### src/spf_pkg.sv
// ----------------------------------------------------------------------------
// spf_pkg
// Shared types, register indexes and constants of the spatial prediction
// filter.
// ----------------------------------------------------------------------------
package spf_pkg;

  localparam int MAX_ROW_BYTES_DEF = 16384;
  localparam int MAX_BPP_DEF       = 4;

  localparam int BYTE_W     = 8;
  localparam int CFG_IDX_W  = 3;
  localparam int CFG_DATA_W = 15;
  localparam int BPP_W      = 3;
  localparam int BPP_EFF_W  = 4;
  localparam int ROW_W      = 14;
  localparam int HEIGHT_MAX = 16384;

  localparam logic [ROW_W-1:0] ROW_LAST = ROW_W'(HEIGHT_MAX - 1);

  typedef enum logic [CFG_IDX_W-1:0] {
    CFG_MODE      = 3'd0,
    CFG_DIRECTION = 3'd1,
    CFG_BPP       = 3'd2,
    CFG_ROW_BYTES = 3'd3,
    CFG_HEIGHT    = 3'd4
  } cfg_idx_t;

  typedef enum logic [1:0] {
    MODE_NONE     = 2'd0,
    MODE_HORIZ    = 2'd1,
    MODE_VERT     = 2'd2,
    MODE_GRADIENT = 2'd3
  } mode_t;

  localparam logic DIR_FILTER   = 1'b0;
  localparam logic DIR_UNFILTER = 1'b1;

  typedef struct packed {
    mode_t                 mode;
    logic                  direction;
    logic [BPP_W-1:0]      bpp;
    logic [CFG_DATA_W-1:0] row_bytes;
    logic [CFG_DATA_W-1:0] image_height;
  } cfg_t;

  // position flags of one transaction
  typedef struct packed {
    logic first_row;
    logic first_pixel;
    logic eor;
    logic eoi;
  } pos_t;

endpackage

### src/spf_position.sv
// ----------------------------------------------------------------------------
// spf_position
// Column and row counters; flags the row and image position of each
// accepted transaction and wraps at the end of a row and of the image.
// ----------------------------------------------------------------------------
module spf_position #(
  parameter int MAX_ROW_BYTES = spf_pkg::MAX_ROW_BYTES_DEF,
  parameter int AW            = $clog2(MAX_ROW_BYTES)
) (
  input  logic                          clk,
  input  logic                          rst_n,
  input  logic                          accept,
  input  spf_pkg::cfg_t                 cfg,
  input  logic [spf_pkg::BPP_EFF_W-1:0] bpp_eff,
  output logic [AW-1:0]                 col,
  output spf_pkg::pos_t                 pos
);

  localparam int CMPW = (AW + 1 > spf_pkg::CFG_DATA_W) ? AW + 1 : spf_pkg::CFG_DATA_W;
  localparam logic [AW-1:0] COL_LAST = AW'(MAX_ROW_BYTES - 1);

  logic [AW-1:0]             col_r;
  logic [AW-1:0]             col_nxt;
  logic [spf_pkg::ROW_W-1:0] row_r;
  logic [spf_pkg::ROW_W-1:0] row_nxt;
  logic [CMPW-1:0]           col_inc;
  logic [CMPW-1:0]           rb_eff;
  logic [spf_pkg::ROW_W:0]   row_inc;
  logic [spf_pkg::CFG_DATA_W-1:0] h_eff;

  always_comb begin
    rb_eff  = (cfg.row_bytes == '0) ? CMPW'(1) : CMPW'(cfg.row_bytes);
    h_eff   = (cfg.image_height == '0) ? spf_pkg::CFG_DATA_W'(1) : cfg.image_height;
    col_inc = CMPW'(col_r) + CMPW'(1);
    row_inc = {1'b0, row_r} + (spf_pkg::ROW_W + 1)'(1);

    pos.first_row   = (row_r == '0);
    pos.first_pixel = CMPW'(col_r) < CMPW'(bpp_eff);
    pos.eor         = (col_inc >= rb_eff) || (col_r == COL_LAST);
    pos.eoi         = pos.eor &&
                      ((spf_pkg::CFG_DATA_W'(row_inc) >= h_eff) ||
                       (row_r == spf_pkg::ROW_LAST));

    if (pos.eor) begin
      col_nxt = '0;
      row_nxt = pos.eoi ? '0 : row_inc[spf_pkg::ROW_W-1:0];
    end else begin
      col_nxt = col_inc[AW-1:0];
      row_nxt = row_r;
    end
  end

  always_ff @(posedge clk) begin
    if (!rst_n) begin
      col_r <= '0;
      row_r <= '0;
    end else if (accept) begin
      col_r <= col_nxt;
      row_r <= row_nxt;
    end
  end

  assign col = col_r;

endmodule

### config.mk
export PLATFORM = sky130hd
export DESIGN_NAME = spf_position
export DESIGN_NICKNAME = d
export VERILOG_FILES = /design/src/spf_pkg.sv /design/src/spf_position.sv
export SDC_FILE = /design/constraint.sdc
export NUM_CORES = 1
export LEC_CHECK = 0
export BUFFER_PORTS_ARGS = -buffer_cell sky130_fd_sc_hd__buf_2
export CAP_MARGIN = 20
export CORE_MARGIN = 2
export CORE_UTILIZATION = 25
export DETAILED_ROUTE_END_ITERATION = 12
export HOLD_SLACK_MARGIN = 0.03
export RECOVER_POWER = 25
export REMOVE_ABC_BUFFERS = 1
export SLEW_MARGIN = 15
export SYNTH_ARGS = -nofsm -noshare
export SYNTH_HDL_FRONTEND = slang
export SYNTH_SLANG_ARGS = --single-unit
export TNS_END_PERCENT = 10
### constraint.sdc
create_clock -name clk -period 4.55 [get_ports clk]
set_clock_uncertainty 0.15 [all_clocks]
set_input_delay 0 -clock clk [delete_from_list [all_inputs] [get_ports clk]]
set_output_delay 0 -clock clk [all_outputs]
set_load 0.02 [all_outputs]
==> metrics.md <==
| Metric | Value |
|---|---|
| Endpoints failing setup | `0` |
| Post-synth EDFFs | `0` |
| CP max stage delay | `0.52 ns` |
| Hold Crit Start | `cfg[29]` |
| Cells after Synth | `339` |
| Final hold violations | `0` |
| First-pass GRT wire length | `11410 um` |
| Switching power | `0.1320 mW` |
| Multiplexer share of the synthesized area | `0%` |
| Initial antenna violation count | `0` |
| Vias in the first global route | `2417` |
| Final Max Tran Viols | `0` |
| Share of cells above drive strength 1 | `15.52%` |
| Post-Synth Adder-Cell Area | `17.09%` |
| Register area share after synthesis | `21.26%` |
| Clock buffer count from CTS | `3` |
| LEAKAGE | `1.436 nW` |
| Worst Setup Start Kind | `flip-flop` |
| FMAX | `256.0 MHz` |
| Drt first-iter violations | `145` |
| CP max-delay cell | `dfxtp_1` |
| Clock transition at path regs | `0.11 ns` |
| CP Max Fanout | `11` |
| IO Count | `61` |
| Switching Share | `26.83%` |
| Final period util | `85.84%` |
| Synth Area in Compound Gates | `19.22%` |
| Reg2Reg Launch Point | `col[0]` |
| Final cell count without fillers | `529` |
| Power Total | `0.4922 mW` |
| Ranking of synthesized cells by area | `dfxtp_1, ha_1, inv_1` |
| Critical Setup Path Class | `flip-flop to flip-flop` |
| Simple-gate portion of the synthesized area | `25.68%` |
| Detailed Place HPWL | `5614 um` |
| FF-to-FF End | `col[2]` |
| Drt first pass iters | `4` |
| R2r worst-path depth | `12` |
| Crit-path cells | `ha_1 > nand3_1 > or2_1 > nor3_1 > xor2_1 > ha_1 > a211oi_2 > nor2_1 > nor3_2 > o2111ai_4 > nor2_2 > a22o_1` |
| Power density over the cells | `159.3 nW/um^2` |
| Synthesized flop and latch total | `28` |
| Yosys top cell area share | `21.26%` |
| Syn. warnings | `0` |
| Main combinational cell family by area after synthesis | `simple AND/OR/NAND/NOR gates` |
| Site row count | `37` |
| ANT nets after route | `0` |
| Status | `finished, final reports clean` |
| RSZ-0062 raised after global routing | `false` |
| Largest net degree at the start of global routing | `16` |
| Critical Path RT | `4.64 ns` |
| Post-synthesis cell type count | `50` |
| Part of the power in the clock network | `32.4%` |
| Relative slew slack | `59.70%` |
| Maximum vdd ir drop | `0.00007214 V` |
| Starting density of the core | `25.65%` |
| Chip width | `106.7 um` |
| Worst EP arrival | `3.99 ns` |
| Routability cong. | `0.9131` |
| Setup repair bufs after CTS | `0` |
| Inst Count DP | `523` |
| Worst-Margin Slew | `0.6023 ns` |
| Hold Crit Class | `primary input to flip-flop` |
| Worst skew pair latency | `0.28 ns` |
| H-tree Lvls | `1` |
| Combinational share of power | `16.7%` |
| Syn Area/Cell | `7.777 um^2` |
| Worst R2R Setup Slack | `0.64 ns` |
| Via Count | `2528` |
| Die area | `11380 um^2` |
| Diode count | `0` |
| Drt wl/cell | `12.93 um` |
| DIE HEIGHT | `106.7 um` |
| End point of the worst hold path | `col[0]` |
| Port buffer count | `54` |
| Fin Setup TNS | `0 ns` |
| Max-Cap Viols | `0` |
| Tmin final | `3.906 ns` |
| Internal power | `0.3602 mW` |
| CTS Root Cell | `clkbuf_8` |
| Synthesis-to-finish area growth | `17.18%` |
| Most used cell along the critical path | `ha_1` |
| Hold path depth | `6` |
| DRC Markers | `0` |
| Reg power frac | `50.8%` |
| Vias per cell | `4.779` |
| NumNets Final | `473` |
| Gr ovfl total | `0` |
| Synth Area in XOR/XNOR | `7.641%` |
| Final wirelength | `6838 um` |
| Post-synthesis async set-or-reset flop share | `0%` |
| Cell area after synthesis | `2636 um^2` |
| CTS tree | `done` |
| Dominant cell type by area after synthesis | `dfxtp_1` |
| Element type at the critical path end | `flip-flop` |
| Clock Sinks | `28` |
| Ys flop type | `dfxtp_1` |
| Gr usage total | `12.22%` |
| Area of the core | `10280 um^2` |
| CTS max path bufs | `2` |
-- kinds of logic after synthesis --
| logic type | count (synthesis) |
|---|---|
| buf+inv | 55 |
| xor+xnor | 23 |
| simple gates | 129 |
| fa+ha+maj | 36 |
| compound gates | 68 |
| flops | 28 |
-- stage by stage --
step / hold WS, ns / util, % / worst slack (ns) / area, um^2
2_1_floorplan: 0.03406 / - / 0.9702 / 2572
3_3_place_gp: 0.2498 / 29.46 / 0.7427 / 3028
3_5_place_dp: 0.2498 / 29.46 / 0.6833 / 3028
4_1_cts: 0.2524 / 30.19 / 0.6404 / 3103
5_1_grt: 0.2834 / 30.06 / 0.3373 / 3089
6_report: 0.2561 / 30.06 / 0.6442 / 3089
-- synthesized netlist by cell type, drive strengths merged (3+ instances only) --
| library cell | number |
|---|---|
| nand3 | 27 |
| a22o | 11 |
| nand2 | 30 |
| a21oi | 9 |
| a31oi | 4 |
| a211oi | 3 |
| nor2 | 20 |
| buf | 7 |
| nor3 | 9 |
| o22ai | 4 |
| dfxtp | 28 |
| nand4 | 11 |
| nor4 | 14 |
| xnor2 | 13 |
| and3 | 3 |
| a21o | 3 |
| ha | 36 |
| xor2 | 10 |
| inv | 47 |
| o21ai | 19 |
| nand2b | 3 |
| or3 | 3 |
-- power by group through the flow --
stage | clock network, mW | logic (mW) | registers [mW]
2_1_floorplan | 0 | 0.0430 | 0.257
3_3_place_gp | 0 | 0.0791 | 0.256
3_5_place_dp | 0 | 0.0810 | 0.256
4_1_cts | 0.167 | 0.0829 | 0.250
5_1_grt | 0.172 | 0.0933 | 0.251
6_report | 0.160 | 0.0823 | 0.250
-- worst max-delay path: cells and delay by family (launching register included) --
family | cells | cell delay, ns
flops | 1 | 0.52
simple gates | 6 | 1.66
xor+xnor | 1 | 0.22
compound gates | 3 | 0.68
fa+ha+maj | 2 | 0.63
-- routing by layer --
metal	vias up	global-route usage (%)	part of all wire [%]
met2	37	19.65	46
met1	1155	17.33	50
met4	0	3.711	1.6
li1	1327	-	-
met5	-	0	0
met3	9	1.033	2.5
-- registers in the layout (all words and copies together), names as in the netlist --
| register | count |
|---|---|
| row_r | 14 |
| col | 14 |
-- cell type report --
class,count,area [um^2]
fillers,1106,7188
multi-input cells,256,1836
flip-flops and latches,28,560.5
repair buffers,58,291.5
inverters,47,176.4
well taps,136,170.2
clock buffers,4,55.05
-- worst max-delay path by stage --
stage,startpoint,to,slack (ns),cells after the start
after global placement,col[0],col[9],0.74,12
after global routing,col[0],col[6],0.34,12
after detailed placement,col[0],col[2],0.68,12
after floorplan,col[0],row_r[2],0.97,12
after CTS,col[0],col[2],0.64,12
final,col[0],col[2],0.64,12
-- placed cells by master, fill, tap and decap left out, types with 13 or more instances in the layout --
cell type	instances
nand2_1	30
ha_1	36
xnor2_1	13
nor4_1	13
inv_1	46
nand3_1	27
nor2_1	19
buf_2	43
dfxtp_1	28
-- repair_timing --
item                                    CTS  global route
gates resized for setup                   0             0
endpoints found under the hold margin     5             0
hold buffers                              2             0
endpoints found under the setup margin    0             0
Power figures use the tool's default switching activity.
