==> src/spf_pkg.sv <==
// ----------------------------------------------------------------------------
// spf_pkg
// Shared types, register indexes and constants of the spatial prediction
// filter.
// ----------------------------------------------------------------------------
package spf_pkg;

  localparam int MAX_ROW_BYTES_DEF = 16384;
  localparam int MAX_BPP_DEF       = 4;

  localparam int BYTE_W     = 8;
  localparam int CFG_IDX_W  = 3;
  localparam int CFG_DATA_W = 15;
  localparam int BPP_W      = 3;
  localparam int BPP_EFF_W  = 4;
  localparam int ROW_W      = 14;
  localparam int HEIGHT_MAX = 16384;

  localparam logic [ROW_W-1:0] ROW_LAST = ROW_W'(HEIGHT_MAX - 1);

  typedef enum logic [CFG_IDX_W-1:0] {
    CFG_MODE      = 3'd0,
    CFG_DIRECTION = 3'd1,
    CFG_BPP       = 3'd2,
    CFG_ROW_BYTES = 3'd3,
    CFG_HEIGHT    = 3'd4
  } cfg_idx_t;

  typedef enum logic [1:0] {
    MODE_NONE     = 2'd0,
    MODE_HORIZ    = 2'd1,
    MODE_VERT     = 2'd2,
    MODE_GRADIENT = 2'd3
  } mode_t;

  localparam logic DIR_FILTER   = 1'b0;
  localparam logic DIR_UNFILTER = 1'b1;

  typedef struct packed {
    mode_t                 mode;
    logic                  direction;
    logic [BPP_W-1:0]      bpp;
    logic [CFG_DATA_W-1:0] row_bytes;
    logic [CFG_DATA_W-1:0] image_height;
  } cfg_t;

  // position flags of one transaction
  typedef struct packed {
    logic first_row;
    logic first_pixel;
    logic eor;
    logic eoi;
  } pos_t;

endpackage

==> src/spf_datapath.sv <==
// ----------------------------------------------------------------------------
// spf_datapath
// Working stage: holds one transaction, forms the prediction from the left,
// up and up-left bytes, applies it and updates the left and up-left delay lines.
// ----------------------------------------------------------------------------
module spf_datapath #(
  parameter int MAX_BPP = spf_pkg::MAX_BPP_DEF,
  parameter int AW      = $clog2(spf_pkg::MAX_ROW_BYTES_DEF)
) (
  input  logic                          clk,
  input  logic                          rst_n,
  input  logic                          load,
  input  logic                          advance,
  input  logic [spf_pkg::BYTE_W-1:0]    in_byte,
  input  logic [AW-1:0]                 in_col,
  input  spf_pkg::pos_t                 in_pos,
  input  logic [spf_pkg::BYTE_W-1:0]    up,
  input  spf_pkg::cfg_t                 cfg,
  input  logic [spf_pkg::BPP_EFF_W-1:0] bpp_eff,
  output logic [AW-1:0]                 wr_addr,
  output logic [spf_pkg::BYTE_W-1:0]    stored,
  output logic [spf_pkg::BYTE_W-1:0]    result,
  output spf_pkg::pos_t                 pos
);

  localparam int BIW = (MAX_BPP > 1) ? $clog2(MAX_BPP) : 1;

  logic [spf_pkg::BYTE_W-1:0] byte_r;
  logic [AW-1:0]              col_r;
  spf_pkg::pos_t              pos_r;
  logic [spf_pkg::BYTE_W-1:0] left_r [MAX_BPP];
  logic [spf_pkg::BYTE_W-1:0] ul_r   [MAX_BPP];

  logic [BIW-1:0]             sel;
  logic [spf_pkg::BYTE_W-1:0] left;
  logic [spf_pkg::BYTE_W-1:0] up_left;
  logic signed [9:0]          grad_sum;
  logic [spf_pkg::BYTE_W-1:0] grad;
  logic [spf_pkg::BYTE_W-1:0] pred;
  logic                       copy;

  always_ff @(posedge clk) begin
    if (load) begin
      byte_r <= in_byte;
      col_r  <= in_col;
      pos_r  <= in_pos;
    end
  end

  always_comb begin
    sel      = BIW'(bpp_eff - spf_pkg::BPP_EFF_W'(1));
    left     = left_r[sel];
    up_left  = ul_r[sel];
    grad_sum = $signed({2'b00, left}) + $signed({2'b00, up}) - $signed({2'b00, up_left});
    if (grad_sum[9]) begin
      grad = '0;
    end else if (grad_sum[8]) begin
      grad = 8'hFF;
    end else begin
      grad = grad_sum[7:0];
    end

    unique case (cfg.mode)
      spf_pkg::MODE_NONE: begin
        copy = 1'b1;
        pred = '0;
      end
      spf_pkg::MODE_HORIZ: begin
        copy = pos_r.first_pixel;
        pred = left;
      end
      spf_pkg::MODE_VERT: begin
        copy = pos_r.first_row;
        pred = up;
      end
      spf_pkg::MODE_GRADIENT: begin
        copy = pos_r.first_row || pos_r.first_pixel;
        pred = grad;
      end
      default: begin
        copy = 1'b1;
        pred = '0;
      end
    endcase

    if (copy) begin
      result = byte_r;
    end else if (cfg.direction == spf_pkg::DIR_UNFILTER) begin
      result = byte_r + pred;
    end else begin
      result = byte_r - pred;
    end

    stored = (cfg.direction == spf_pkg::DIR_UNFILTER) ? result : byte_r;
  end

  always_ff @(posedge clk) begin
    if (!rst_n) begin
      for (int i = 0; i < MAX_BPP; i++) begin
        left_r[i] <= '0;
        ul_r[i]   <= '0;
      end
    end else if (advance) begin
      for (int i = 1; i < MAX_BPP; i++) begin
        if (spf_pkg::BPP_EFF_W'(i) < bpp_eff) begin
          left_r[i] <= left_r[i-1];
          ul_r[i]   <= ul_r[i-1];
        end
      end
      left_r[0] <= stored;
      ul_r[0]   <= up;
    end
  end

  assign wr_addr = col_r;
  assign pos     = pos_r;

endmodule

==> config.mk <==
export PLATFORM = sky130hd
export DESIGN_NAME = spf_datapath
export DESIGN_NICKNAME = d
export VERILOG_FILES = /design/src/spf_pkg.sv /design/src/spf_datapath.sv
export SDC_FILE = /design/constraint.sdc
export NUM_CORES = 1
export LEC_CHECK = 0
export ABC_CLOCK_PERIOD_IN_PS = 16000
export BUFFER_PORTS_ARGS = -buffer_cell sky130_fd_sc_hd__buf_2
export CORE_MARGIN = 2
export CORE_UTILIZATION = 35
export CTS_BUF_LIST = sky130_fd_sc_hd__clkbuf_16
export CTS_CLUSTER_SIZE = 30
export DETAILED_ROUTE_END_ITERATION = 7
export SYNTH_ARGS = -nofsm -noshare
export SYNTH_HDL_FRONTEND = slang
export SYNTH_SLANG_ARGS = --single-unit
==> constraint.sdc <==
create_clock -name clk -period 16 [get_ports clk]
set_input_delay 4 -clock clk [delete_from_list [all_inputs] [get_ports clk]]
set_output_delay 4 -clock clk [all_outputs]
set_load 0.02 [all_outputs]
==> metrics.md <==
| Metric | Value |
|---|---|
| Post-Synthesis Cells | 413 |
| Worst vdd ir | 102 uV |
| Post-synth cell types | 53 |
| Flops & latches, synth | 90 |
| I/O pin cnt | 112 |
| Yosys warns | 0 |
| Crit path max fanout | 17 |
| HP Class | reg2reg |
| Core Rows | 44 |
| Worst-path clk slew | 0.07 ns |
| Multi-input gate area | 0.00230 mm^2 |
| Die Footprint | 0.0158 mm^2 |
| Core area | 0.0145 mm^2 |
| CTS buffer count | 9 |
| Status | completed |
| Post-layout minimum cycle time | 14.93 ns |
| Rel. slew slack | 24.8% |
| DRT Wirelength | 11600 um |
| Number of synthesized flops with an enable pin | 90 |
| Asr flop ratio synth | 0% |
| Initial core utilization | 35.8% |
| Dpl hpwl | 8560 um |
| Initial antenna violation count | 0 |
| Sequential cell area | 0.00270 mm^2 |
| RSZ-0062 raised after global routing | false |
| Ant diodes | 0 |
| DR pass1 iterations | 4 |
| DR WL/cell | 17.1 um |
| Max Freq | 0.0670 GHz |
| Mux share of post-synthesis cell area | 9.51% |
| First-pass GRT wire length | 18100 um |
| Post-layout nets | 595 |
| Syn_nets | 519 |
| Most frequent CP cell | ha_1 |
| Root buf cell | clkbuf_16 |
| Area of the mapped netlist | 0.00520 mm^2 |
| Worst-Margin Slew | 1.13 ns |
| Fillers | 1381 |
| Area grow syn2layout | 16.8% |
| DR iter-0 viols | 234 |
| GPL Wtd Cong | 0.892 |
| Fin Setup TNS | 0 ns |
| Vias in the first global route | 3505 |
| Synth Area in XOR/XNOR | 2.67% |
| Dpl ws | 1.13 ns |
| CTS tree | done |
| Clock Tree Buf Depth | 2 |
| Critical-path top delay cell | ha_1 |
| Final worst slack | 1.07 ns |
| PwrDens | 131 mW/mm^2 |
| Arr. time, crit path | 10.93 ns |
| Required @ worst endpoint | 12.00 ns |
| Total gr overflow | 0 |
| Final Max Tran Viols | 0 |
| CTS H-tree lvls | 3 |
| CP Class | in2out |
| Fraction of layout cells with a size suffix above 1 | 24.5% |
| P_leak | 0.00256 uW |
| Clock Sinks | 90 |
| Setup bufs post-CTS | 0 |
| DRC viols | 0 |
| Post-Synth Adder-Cell Area | 8.04% |
| Register area share after synthesis | 52.0% |
| Simple-gate area share of the yosys netlist | 14.1% |
| Setup violations, final | 0 |
| Syn_area_per_cell | 12.6 um^2 |
| Worst path max stage delay | 0.67 ns |
| GRT Overall Usage | 15.0% |
| Largest family of logic cells by synthesized area | simple AND/OR/NAND/NOR gates |
| Post-route clock period utilization | 93.3% |
| Final Skew | 0.00648 ns |
| Die Y | 126 um |
| Vias per std cell | 5.18 |
| Max_cap viols | 0 |
| Final hold viol count | 0 |
| # hold bufs at CTS | 0 |
| ANT nets after route | 0 |
| Port bufs | 78 |
| Worst-skew pair later-pin latency | 0.36 ns |
| # resized after CTS | 0 |
| Critical Path End Type | output port |
| Synth Area in Compound Gates | 9.72% |
| Largest net degree at the start of global routing | 27 |
| Vias | 3511 |
| Post-synth top flop | edfxtp_1 |
| Die X | 126 um |
| CP startpoint kind | input port |
Yosys cell counts (all sizes together), types with 3 or more instances:
cell	number	share of area [%]
edfxtp	90	52
mux2i	4	0.77
nor2	29	2.1
xor2	5	0.84
buf	5	0.89
xnor2	10	1.8
a22oi	6	0.87
and3	6	0.72
inv	33	2.4
nor3	5	0.48
a21o	9	1.3
and2	52	6.3
nand3	4	0.48
a21oi	16	1.5
nor2b	11	1.3
or3	3	0.36
nand2b	3	0.36
nand4	4	0.60
a221o	3	0.58
clkbuf	10	0.72
mux2	6	1.3
mux4	16	7.4
ha	19	4.6
o21ai	20	1.9
fa	9	3.5
nand2	11	0.79
registers in the layout (all words and copies together) (netlist names):
register / flops
left_r: 32
ul_r: 32
wr_addr: 14
byte_r: 8
pos: 4
layer usage:
| layer | wire length (um) | GRT usage, % | vias up |
|---|---|---|---|
| met5 | 0 | 0 | - |
| met4 | 154 | 4.46 | 0 |
| met2 | 5680 | 25.2 | 92 |
| li1 | - | - | 1678 |
| met1 | 5230 | 19.2 | 1728 |
| met3 | 514 | 3.74 | 13 |
power breakdown:
group | switching [uW] | internal, uW
clock network | 97.2 | 124
logic | 172 | 118
registers | 7.70 | 280
per-stage QoR:
step	instance area (um^2)	cells	power (uW)	hold WS, ns	utilization [%]
after detailed placement	5760	662	578	0.535	39.6
final	6070	678	798	0.546	41.8
after global placement	5760	662	575	0.524	39.6
after CTS	6070	678	803	0.546	41.8
after floorplan	5200	413	503	0.514	-
after global routing	6070	678	842	0.563	41.8
placed cells by master, fill, tap and decap left out, types with 3 or more instances in the layout:
master      n
ha_1       19
o21ai_1     5
and3_1      6
nand4_1     3
or3_1       3
buf_2      78
mux2i_1     4
edfxtp_1   90
nor2_1     29
nand3_1     3
a21oi_1    16
inv_6       3
mux4_2      9
nor2b_1    11
clkbuf_16   9
o21ai_0    12
xor2_1      5
nand2_1    11
and2_1     51
xnor2_1     9
mux2_2      6
a22oi_1     6
nand2b_1    3
nor3_1      5
mux4_1      7
o21ai_2     3
fa_1        9
inv_1      33
a21o_1      9
a221o_1     3
logic make-up after synthesis:
group	count (synthesis)
buf+inv	48
fa+ha+maj	28
xor+xnor	15
flops	90
mux	26
simple gates	132
compound gates	74
path summary, 6_finish.rpt:
path	start	cells past startpoint	slack [ns]	to
min reg2reg	left_r[2][6]$_SDFFCE_PN0P_	1	0.55	left_r[3][6]$_SDFFCE_PN0P_
min	left_r[2][6]$_SDFFCE_PN0P_	1	0.55	left_r[3][6]$_SDFFCE_PN0P_
max reg2reg	ul_r[2][4]$_SDFFCE_PN0P_	26	9.66	left_r[0][7]$_SDFFCE_PN0P_
max	bpp_eff[0]	30	1.07	result[7]
worst max-delay path, delay by kind of cell:
family / cells / cell delay, ns
adder cells (fa/ha/maj): 5 / 1.99
buffers and inverters: 6 / 1.03
multiplexers: 1 / 0.45
AO/OA/AOI/OAI: 7 / 1.82
XOR/XNOR: 3 / 0.56
AND/OR/NAND/NOR: 8 / 1.07
layout make-up:
type                    instances  area share (%)
repair buffers                 80            6.67
inverters                      33            2.04
clock inverters                 7            1.42
multi-input cells             275            37.9
well taps                     184            3.79
flip-flops and latches         90            44.5
clock buffers                   9            3.71
(Power assumes the default switching activity.)
